--- src/hdl/tlbpt_ram.sv ---
// Generic single-clock RAM: one write port, one read port, registered read.
// No dependencies.
module tlbpt_ram #(
  parameter int WIDTH = 8,
  parameter int DEPTH = 256,
  localparam int AW   = $clog2(DEPTH)
) (
  input  logic             clk,
  input  logic             we,
  input  logic [AW-1:0]    waddr,
  input  logic [WIDTH-1:0] wdata,
  input  logic             re,
  input  logic [AW-1:0]    raddr,
  output logic [WIDTH-1:0] rdata
);

  logic [WIDTH-1:0] mem [DEPTH];

  always_ff @(posedge clk) begin
    if (we) begin
      mem[waddr] <= wdata;
    end
    if (re) begin
      rdata <= mem[raddr];
    end
  end

endmodule

--- config.mk ---
export PLATFORM = sky130hd
export DESIGN_NAME = tlbpt_ram
export DESIGN_NICKNAME = d
export VERILOG_FILES = /design/src/hdl/tlbpt_ram.sv
export SDC_FILE = /design/constraint.sdc
export NUM_CORES = 2
export LEC_CHECK = 0
export BUFFER_PORTS_ARGS = -buffer_cell sky130_fd_sc_hd__buf_2
export CORE_UTILIZATION = 50
export CTS_BUF_LIST = sky130_fd_sc_hd__clkbuf_4
export DETAILED_ROUTE_END_ITERATION = 8
export PLACE_DENSITY = 0.65
export SKIP_LAST_GASP = 1
export SLEW_MARGIN = 20
export SYNTH_ARGS = -nofsm -noshare
export SYNTH_HDL_FRONTEND = slang
export SYNTH_SLANG_ARGS = --single-unit
--- constraint.sdc ---
create_clock -name clk -period 4.5 [get_ports clk]
set_input_delay 0.675 -clock clk [delete_from_list [all_inputs] [get_ports clk]]
set_output_delay 0.675 -clock clk [all_outputs]
set_load 0.03 [all_outputs]
# Yosys cells after proc, flatten, opt, wreduce, memory -nomap -nowiden
# Memories as Yosys holds them, arrays and structs flattened. A register that Yosys moved wholly into a read port is not among the register bits.
# Index checks and enable logic that the tools add are counted.
dict set report totals {
  reg_bits 0
  out_inout_bits 8
  ram_bits 2048
  n_memories 1
  latch_bits 0
  elab_cells 3
  rom_bits 0
}
# memory words word_bits read_ports rd_ports_with_merged_regs wr line
set mem_list {}
lappend mem_list {mem 256 8 1 1 1 17} ;# logic [WIDTH-1:0] mem [DEPTH];
dict set report classes {
  n_bitwise 0
  shift 0
  n_addsub 0
  mux 2
  n_eq_ne 0
  reduce_logical 0
  n_mul 0
  div_mod_pow 0
  n_lt_le_gt_ge 0
}
# cell count
set ops {}
lappend ops {{2-to-1 mux 1 bit} 2}

# Longest topological paths before layout
dict set report logic_depth {
  ltp_word 2
  ltp_mapped 11
}

# Least setup slack after synthesis
# Ideal clock, no wire load.
dict set report synth_path {
  path_kind {input to register}
  from {input port raddr[0]}
  to {register rdata[2] (read register of mem) (data pin)}
  cell_stages 9
  setup_time_ps 269
  slack_ps 1749
  required_time_ps 4231
  arrival_ps 2482
  path_cell_list {buf_6 -> buf_12 -> buf_8 -> buf_2 -> mux4_2 -> a22oi_1 -> a21oi_1 -> nor4_1 -> nor4_2}
}
# item line
set synth_rtl {}
lappend synth_rtl {{start, declared} 13} ;# input logic [AW-1:0] raddr,
lappend synth_rtl {{end, declared} 14} ;# output logic [WIDTH-1:0] rdata

==> results.txt <==
Initial Utilization -> 50.3%
Initial antenna violation count -> 14
HP Class -> in2reg
Main synth FF type -> edfxtp_1
Critical-path cell list -> mux4_2 -> a22o_1 -> a221oi_1 -> o32ai_1 -> nor3_1 -> buf_4 -> nor4_1
Most instantiated library cell after synthesis -> edfxtp_1
First-pass GRT wire length -> 287000 um
RSZ-0062 raised after global routing -> false
Clk pwr share -> 39.6%
Final setup fails -> 0
Yosys warns -> 0
Critical path class -> reg2reg
Via count -> 40.9k
FP Rows -> 146
Hold Violations, Final -> 0
Post-synthesis compound-gate area fraction -> 3.42%
XOR/XNOR share of the synthesized area -> 0%
Placed insts -> 5809
CTS Sinks -> 2056
Crit. End Element -> flop
Count of maximum capacitance violations -> 0
Number of vias per cell -> 6.13
Yosys reg bits -> 2056
Mux share of post-synthesis cell area -> 14.6%
Longest Clk Path Bufs -> 4
Comb power frac -> 5.1%
Worst path slowest cell -> nor3_1
CTS tree -> yes
# nets final -> 4317
Seq pwr share -> 55.3%
Fin Hold WS -> 0.144 ns
CP delay by family, top -> compound AO/OA/AOI/OAI gates
Critical R2R Launch -> mem[192][5]
Drt drc -> 0
Final cell count without fillers -> 6676
Synth top area share -> 77.5%
Core Box Area -> 0.158 mm2
Post-route ant nets -> 0
Tmin final -> 2.98 ns
Net Sw Frac -> 22.3%
Largest net degree at the start of global routing -> 143
Routability congestion estimate -> 0.842
Post-Synth Adder-Cell Area -> 0%
Slew Viols, Final -> 0
Max VDD drop -> 0.285 mV
Clock Skews -> 0.0882 ns
Ranking of synthesized cells by area -> edfxtp_1 78%, mux4_2 13%, mux2i_1 1.7%
CP required -> 5.47 ns
Status -> complete, no violations
Final WS setup -> 1.52 ns
Simple-Gate Fraction of Synth Area -> 2.63%
Total gr overflow -> 0
Ports -> 35
Routed wire length -> 198000 um
Die H -> 401 um
Ys async rst share -> 0%
Cts bufs inserted -> 539
Clock transition at path regs -> 0.06 ns
Post-Syn Area -> 0.0796 mm2
Mapped Nets -> 3760
Final Cycle Share -> 66.2%
Max Clock Freq -> 0.336 GHz
Drt first pass iters -> 6
Crit path launch -> mem[192][5]
Crit path buf inv count -> 1
Slew HR -> 21.3%
CP arrival -> 3.95 ns
Crit path max fanout -> 1
Skew-Pair Late Insertion Delay -> 1.31 ns
WL/cell -> 29.6 um
Place WS -> 0.346 ns
Post-route setup TNS -> 0 ns
Quantity of I/O buffers inserted on ports -> 34
Tightest Pin Transition -> 1.18 ns
Die Wd -> 401 um
Leakage -> 0.0283 uW
GRT Util Overall -> 24.7%
Internal power -> 29700 uW
Post-synth EDFFs -> 2056
P_sw -> 8520 uW
Largest family of logic cells by synthesized area -> multiplexers
1st-iter DRT viols -> 4496
Die area -> 0.161 mm2
Min-Delay Startpoint -> waddr[7]
Cell taking the most area after synthesis -> edfxtp_1
Register area share after synthesis -> 77.5%
Postcts setup bufs -> 0
Critical Path Max Stage Delay -> 0.56 ns
Pwr dens -> 429 mW/mm2
Synth cell count leaders -> 2056 x edfxtp_1, 454 x mux4_2, 282 x nor2_1
Area growth from synthesis to layout -> 12.1%
Post-Synthesis Cells -> 3733
Root buf cell -> clkbuf_4
Count of cell types in the netlist -> 54
Layout cells sized above 1 -> 32.5%
Fin util -> 56.4%
Hpwl dp -> 121000 um
Htree depth -> 6
Vias in the first global route -> 41.8k
Synth Area per Inst -> 21.3 um2
CP Launch Type -> flop
R2R Setup Slk -> 1.52 ns
==> worst register-to-register path: stages (launching register included) <==
cell and delay [ns]:
edfxtp_1 0.38, mux4_2 0.48, a22o_1 0.22, a221oi_1 0.47
o32ai_1 0.18, nor3_1 0.56, buf_4 0.27, nor4_1 0.06
==> routing by layer <==
layer	vias to the layer above	wire length, um	track usage (%)	share of wire [%]
li1	17100	-	-	-
met1	21400	79700	34.7	40
met2	2056	94300	37.9	48
met3	367	17900	6.07	9.1
met4	16	5800	9.30	2.9
met5	-	107	0	0.054
==> sequential cells by signal, summed over array words and instances (netlist names) <==
register and flops:
rdata 8, mem 2048
==> kinds of logic (layout without fill, tap and decap cells) <==
kind of cell / after synthesis / count (layout)
AO/OA/AOI/OAI: 385 / 385
buffers and inverters: 235 / 1094
flip-flops: 2056 / 2056
multiplexers: 591 / 591
other: 0 / 12
AND/OR/NAND/NOR: 466 / 466
==> final cells by class <==
cell class                      instances  area, um2
Fill cell                           11900      68900
Sequential cell                      2056      61700
Multi-Input combinational cell       1442      16500
Clock buffer                          750       5630
Tap cell                             2072       2590
Timing Repair Buffer                  249       2260
Clock inverter                         93        522
Antenna cell                           12       30.0
Inverter                                2       7.51
==> layout by cell type (no fill, tap or decap), types with 13 or more instances in the layout <==
cell,instances
edfxtp_1,2056
clkbuf_4,750
mux4_2,454
nor2_1,279
buf_4,178
mux2i_1,134
a22oi_1,133
a21oi_1,96
clkinv_1,65
o221ai_1,46
nand3_1,34
nand2_1,33
o22ai_1,28
nor2b_1,28
buf_12,27
nor3_1,22
nor4_1,22
buf_2,22
a211oi_1,16
inv_2,15
a221oi_1,13
==> power groups by stage <==
stage / combinational [uW] / clock [uW] / sequential [uW]
floorplan: 1030 / 0 / 21600
global placement: 1920 / 0 / 21600
detailed placement: 1940 / 0 / 21600
CTS: 1950 / 15500 / 21100
global route: 2040 / 16400 / 21100
finish: 1940 / 15200 / 21100
==> what timing repair did <==
item,4_1_cts,5_1_grt
hold buffers,12,0
setup endpoints to repair,0,0
hold endpoints to repair,837,0
resized for setup,0,0
==> final timing paths <==
check	to	cells past startpoint
worst min-delay path	mem[223][1]	4
worst max-delay path	rdata[5]	7
worst min register to register	rdata[6]	6
worst max register to register	rdata[5]	7
==> through the flow <==
| stage | instance area [um2] | power (uW) |
|---|---|---|
| global route | 89300 | 39600 |
| detailed placement | 83000 | 23500 |
| floorplan | 79600 | 22600 |
| CTS | 89200 | 38600 |
| global placement | 83000 | 23500 |
| finish | 89300 | 38300 |
Note: power is estimated with default switching activity, not from simulation.
