[config.mk]
export PLATFORM = sky130hd
export DESIGN_NAME = tlbpt_tlb
export DESIGN_NICKNAME = d
export VERILOG_FILES = /design/src/hdl/tlbpt_pkg.sv /design/src/hdl/tlbpt_tlb.sv
export SDC_FILE = /design/constraint.sdc
export NUM_CORES = 1
export LEC_CHECK = 0
export BUFFER_PORTS_ARGS = -buffer_cell sky130_fd_sc_hd__buf_2
export CAP_MARGIN = 20
export CORE_AREA = 2 2 174 176
export CTS_BUF_LIST = sky130_fd_sc_hd__clkbuf_8
export CTS_CLUSTER_SIZE = 14
export DETAILED_ROUTE_END_ITERATION = 10
export DIE_AREA = 0 0 176 178
export GPL_ROUTABILITY_DRIVEN = 0
export PLACE_DENSITY = 0.56
export SETUP_SLACK_MARGIN = 0.3
export SLEW_MARGIN = 20
export SYNTH_ARGS = -nofsm -noshare
export SYNTH_HDL_FRONTEND = slang
export SYNTH_SLANG_ARGS = --single-unit
export TNS_END_PERCENT = 20
[constraint.sdc]
create_clock -name clk -period 2.45 [get_ports clk]
set_clock_uncertainty 0.2 [all_clocks]
set_input_delay 0.1225 -clock clk [delete_from_list [all_inputs] [get_ports clk]]
set_output_delay 0.1225 -clock clk [all_outputs]
set_load 0.005 [all_outputs]
[src/hdl/tlbpt_pkg.sv]
// Shared constants, function codes and interface structs for the TLB and
// page table translate block. No dependencies.
package tlbpt_pkg;

  localparam int TLB_ENTRIES = 16;
  localparam int TLB_IDX_W   = $clog2(TLB_ENTRIES);
  localparam int PAGE_BITS   = 8;
  localparam int OFFSET_BITS = 8;
  localparam int DATA_BITS   = 9;
  localparam int FUNC_BITS   = 2;
  localparam int MAP_DEPTH   = 2 ** PAGE_BITS;
  localparam int MEM_ADDR_W  = PAGE_BITS + OFFSET_BITS;
  localparam int MEM_DEPTH   = 2 ** MEM_ADDR_W;

  typedef enum logic [FUNC_BITS-1:0] {
    FUNC_READ  = 2'd0,
    FUNC_MAP   = 2'd1,
    FUNC_STORE = 2'd2
  } func_t;

  typedef struct packed {
    logic                 hit;
    logic [PAGE_BITS-1:0] frame;
  } tlb_lookup_t;

  typedef struct packed {
    logic                 en;
    logic [PAGE_BITS-1:0] tag;
    logic [PAGE_BITS-1:0] frame;
  } tlb_fill_t;

endpackage

[src/hdl/tlbpt_tlb.sv]
// Fully associative TLB with FIFO replacement; lowest matching entry wins.
// Depends on tlbpt_pkg.
module tlbpt_tlb
  import tlbpt_pkg::*;
(
  input  logic                 clk,
  input  logic                 rst,
  input  logic [PAGE_BITS-1:0] tag,
  output tlb_lookup_t          lookup,
  input  tlb_fill_t            fill
);

  logic [PAGE_BITS-1:0]   tags   [TLB_ENTRIES];
  logic [PAGE_BITS-1:0]   frames [TLB_ENTRIES];
  logic [TLB_ENTRIES-1:0] valid;
  logic [TLB_IDX_W-1:0]   ptr;

  always_comb begin
    lookup = '0;
    for (int i = TLB_ENTRIES - 1; i >= 0; i--) begin
      if (valid[i] && tags[i] == tag) begin
        lookup.hit   = 1'b1;
        lookup.frame = frames[i];
      end
    end
  end

  always_ff @(posedge clk) begin
    if (rst) begin
      valid <= '0;
      ptr   <= '0;
    end else if (fill.en) begin
      valid[ptr] <= 1'b1;
      ptr        <= (ptr == TLB_IDX_W'(TLB_ENTRIES - 1)) ? '0 : ptr + 1'b1;
    end
  end

  always_ff @(posedge clk) begin
    if (fill.en) begin
      tags[ptr]   <= fill.tag;
      frames[ptr] <= fill.frame;
    end
  end

endmodule

## Word level (Yosys, flattened, before mapping)

Memories as Yosys holds them, arrays and structs flattened.
Cells that the tools add are included.

| storage, ports and cells | value |
|---|---|
| word-level logic and storage cells | 63 |
| RAM bits | 256 |
| memories | 2 |
| output and inout bits | 9 |
| bits of input ports | 27 |
| bits in registers | 20 |

Memory list:

| memory | depth | width | rd ports | clocked after Yosys merged registers in | write ports | line | source |
|---|---|---|---|---|---|---|---|
| frames | 16 | 8 | 16 | 0 | 1 | tlbpt_tlb.sv:14 | `logic [PAGE_BITS-1:0] frames [TLB_ENTRIES];` |
| tags | 16 | 8 | 16 | 0 | 1 | tlbpt_tlb.sv:13 | `logic [PAGE_BITS-1:0] tags [TLB_ENTRIES];` |

| operators by class | value |
|---|---|
| magnitude comparators | 2 |
| equal/unequal tests | 17 |
| add/sub/neg operators | 1 |
| bitwise gates (word level) | 1 |
| muxes and demuxes | 21 |
| reductions and logical operators | 17 |

Operators with widths:

| cell | number |
|---|---|
| $mux W9 | 16 |
| $eq A8 B8 Y1 | 16 |
| $logic_and A1 B1 Y1 | 17 |
| $or A16 B16 Y16 | 1 |
| $lt A4 B5 Y1 const B | 1 |
| $add A4 B1 Y4 const B | 1 |
| $demux W1 S4 | 1 |
| $eq A4 B4 Y1 const B | 1 |
| $ge A4 B1 Y1 const B | 1 |
| $mux W4 | 1 |
| $mux W1 | 3 |

## Depth between registers and ports, before layout

| logic depth | value |
|---|---|
| word-level depth | 18 |
| mapped depth | 11 |
| gate-level depth less buffers | 8 |

## Least setup slack after synthesis

No wires, ideal clock.

| timing path | value |
|---|---|
| path type | reg-to-output |
| from | memory tags[8][7] |
| to | output lookup[5] in the netlist's numbering |
| buffers on the path | 1 |
| cell stages (with the launch flop) | 10 |
| data arrival time | 1.878 ns |
| slack | 0.249 ns |
| required time | 2.128 ns |
| cell sequence | edfxtp_1 xnor2_1 nand3_1 or3_1 buf_2 nand2_2 o221ai_1 or3_1 a31oi_1 or3_1 |

RTL lines:

| item | line | source |
|---|---|---|
| start, declared | tlbpt_tlb.sv:13 |  |
| end, declared | tlbpt_tlb.sv:9 | `output tlb_lookup_t lookup,` |

==> metrics.md <==
| Metric | Value |
|---|---|
| Outcome | finished with violations |
| Failing checks | setup timing |
| Fraction of registers with async set or reset after synthesis | 0% |
| Final ANT Viol Nets | 0 |
| Crit path max-delay family | compound AO/OA/AOI/OAI gates |
| P per Cell Area | 676 mW/mm² |
| Post-route clock period utilization | 131% |
| Minimum period implied by the final worst setup slack | 3.20 ns |
| HP Start | valid[3] |
| Count of final hold-check violations | 0 |
| Floorplan die height | 178 µm |
| GR Util All Layers | 18.6% |
| Number of buffers added by the clock tree synthesis step | 45 |
| Vias/cell | 5.03 |
| Reg-to-Reg Start | ptr[0] |
| Rows | 63 |
| CP Capture Type | output port |
| Slew Limit Fails | 0 |
| Clock tree from TritonCTS | yes |
| Largest net degree at the start of global routing | 21 |
| Crit path required time | 2.13 ns |
| Skew-Pair Late Insertion Delay | 0.55 ns |
| Number of port buffers | 35 |
| Combinational share of power | 5.2% |
| Maximum clock frequency | 0.312 GHz |
| Length of the first detailed-routing pass in iterations | 5 |
| # setup viols final | 9 |
| Number of register bits inferred by synthesis | 276 |
| Worst Path Max Fanout | 6 |
| Number of enable-type register cells in the synthesized netlist | 256 |
| Cell chain of the critical path | xor2_2, nor4_2, nand4_1, buf_4, nor2_4, a221oi_1, o211a_1, o211a_4, o21ai_2, buf_2 |
| Final HPWL from detailed placement | 19100 µm |
| Part of the Yosys area used for sequential elements | 69.7% |
| Core box area | 0.0294 mm² |
| Count of mapped cells out of synthesis | 773 |
| Psw | 2.09 mW |
| Largest buffer count on any clock path | 3 |
| Tightest Hold Check Type | reg -> reg |
| Clk sink count | 276 |
| Number of max-cap violations | 0 |
| Slowest library cell on the worst path | sky130_fd_sc_hd__edfxtp_1 |
| Count of warnings emitted by yosys | 0 |
| Worst stage delay on the critical path | 0.42 ns |
| Data arrival, critical path | 2.88 ns |
| Total via count after detailed routing | 6967 |
| Routed wire length | 28600 µm |
| Worst slew margin | 56.2% |
| RSZ-0062 raised after global routing | yes |
| Routed length per instance | 20.6 µm |
| Lkg Pwr | 4.95 nW |
| Area growth from synthesis to final layout | 21.8% |
| Worst setup path category | reg -> out |
| Chip Width | 176 µm |
| Initial DRC Count | 587 |
| Die area | 0.0313 mm² |
| Initial Utilization | 39.5% |
| Startpoint type of the worst setup path | register |
| Post-placement worst setup slack | -0.364 ns |
| Vias in the first global route | 6901 |
| Largest vdd supply drop | 0.308 mV |
| Root buf cell | sky130_fd_sc_hd__clkbuf_8 |
| Net count of the mapped netlist | 804 |
| Switching Fraction | 21.9% |
| First-pass GRT wire length | 42400 µm |
| Least-Margin Pin Slew | 0.656 ns |
| Number of nets in the layout | 990 |
| Bufs and invs on worst path | 2 |
| Worst setup path startpoint | tags[15][7] |
| Internal power | 7.47 mW |
| DRC errors left | 0 |
| Design Power | 9.56 mW |
| Total grt overflow | 0 |
| Maximum level of the CTS H-tree | 2 |
| Reg clk slew, reported paths | 0.06 ns |
| Initial antenna violation count | 0 |
| Cell area after synthesis | 0.0116 mm² |
| Final WS setup | -0.750 ns |
| Mean post-synth cell area | 15.0 µm² |
| Sequential share of power | 54.6% |
| Ant. Diodes | 0 |
| Clk network pwr share | 40.3% |
| Most common flop cell mapped by yosys | sky130_fd_sc_hd__edfxtp_1 |
| Synth cell types | 62 |
| Layout filler cell count | 2571 |
| Ratio of cells with drive above 1 in the final layout | 25.5% |
| Io pins | 36 |
==> worst min-delay path: stages (launching register included) <==
cell and delay [ns]:
sky130_fd_sc_hd__dfxtp_1 0.32, sky130_fd_sc_hd__nor2_1 0.05, sky130_fd_sc_hd__nor2_1 0.07
==> worst paths after layout <==
kind,end,slack (ns),depth (start not counted)
worst min register to register,valid[3],0.27,2
worst min-delay path,valid[3],0.27,2
worst max register to register,frames[10][7],0.52,4
worst max-delay path,lookup[7],-0.75,10
==> cell families (layout without fill, tap and decap cells) <==
family          after synthesis  count (layout)  share of synthesized area (%)
compound gates               90              90                           5.53
xor+xnor                    129             129                           10.4
fa+ha+maj                     4               4                          0.431
buf+inv                      33             256                           2.50
flops                       276             276                           69.7
mux                           2               2                          0.172
simple gates                239             239                           11.3
==> cells in the final DEF, fill, tap and decap left out, drive strengths merged, types with 6 or more instances in the layout <==
master	synthesis	routed
o221ai	6	6
inv	4	24
dlygate4sd3	0	19
o211ai	14	14
nor3b	7	7
xor2	17	17
buf	21	149
a211oi	6	6
and2	22	22
clkbuf	8	53
nand4	20	20
a21o	6	6
or3	11	11
xnor2	112	112
nor2	68	68
nand2b	6	6
clkinv	0	9
a21oi	25	25
nor3	21	21
o21ai	6	6
edfxtp	256	256
and3	10	10
dfxtp	20	20
a221oi	7	7
nand2	36	36
nand3	29	29
==> stage by stage <==
stage               setup TNS [ns]  hold slack [ns]  util [%]  instances  area (µm²)
floorplan                        0           0.0214         -        773       11600
global placement             -2.15            0.248      44.0       1279       12900
detailed placement           -2.39            0.258      44.0       1279       12900
CTS                          -6.04            0.268      47.9       1385       14100
global route                 -7.46            0.290      48.1       1386       14100
finish                       -6.04            0.268      48.1       1386       14100
==> power groups by stage <==
| stage | sequential, mW | combinational (mW) | clock (mW) |
|---|---|---|---|
| 6_report | 5.22 | 0.495 | 3.85 |
| 5_1_grt | 5.22 | 0.535 | 4.14 |
| 4_1_cts | 5.22 | 0.496 | 3.94 |
| 3_5_place_dp | 5.32 | 0.469 | 0 |
| 3_3_place_gp | 5.31 | 0.465 | 0 |
| 2_1_floorplan | 5.31 | 0.252 | 0 |
==> sequential cells by signal, summed over array words and instances, names as in the netlist <==
| register | count |
|---|---|
| tags | 128 |
| valid | 16 |
| frames | 128 |
| ptr | 4 |
==> final cells by class <==
class	count	area, µm²	share of cell area [%]
sequential	276	8090	57.2
multi-input combinational	464	3330	23.6
timing repair buffer	168	1340	9.46
clock buffer	53	729	5.16
tap	390	488	3.45
clock inverter	31	151	1.07
inverter	4	15.0	0.106
==> layer usage <==
metal  track usage [%]  share of wire [%]  vias to the layer above
met2              29.5                 46                      230
met1              26.4                 46                     3419
met5                 0                  0                        -
met3              3.20                6.0                       45
li1                  -                  -                     3273
met4              5.58                2.5                        0
==> repair_timing <==
action                                  4_1_cts  5_1_grt
setup buffers                                 3        1
endpoints found under the setup margin        9        9
resized for setup                            12        7
pin swaps                                    16       13
hold buffers                                 19        0
hold endpoints to repair                    276        0
==> synth_stat cells, drive strengths merged, types with 4 or more instances <==
cell	count	area share, %
edfxtp	256	66
xnor2	112	9.2
nor2	68	2.3
nand2	36	1.2
nand3	29	1.3
a21oi	25	1.1
and2	22	1.2
buf	21	2.1
nor3	21	1.5
dfxtp	20	3.4
nand4	20	1.2
xor2	17	1.3
o211ai	14	0.95
or3	11	0.59
and3	10	0.54
clkbuf	8	0.26
a221oi	7	0.53
nor3b	7	0.45
a211oi	6	0.39
a21o	6	0.39
nand2b	6	0.32
o21ai	6	0.26
o221ai	6	0.45
a222oi	5	0.43
ha	4	0.43
inv	4	0.13
Power figures use the tool's default switching activity.
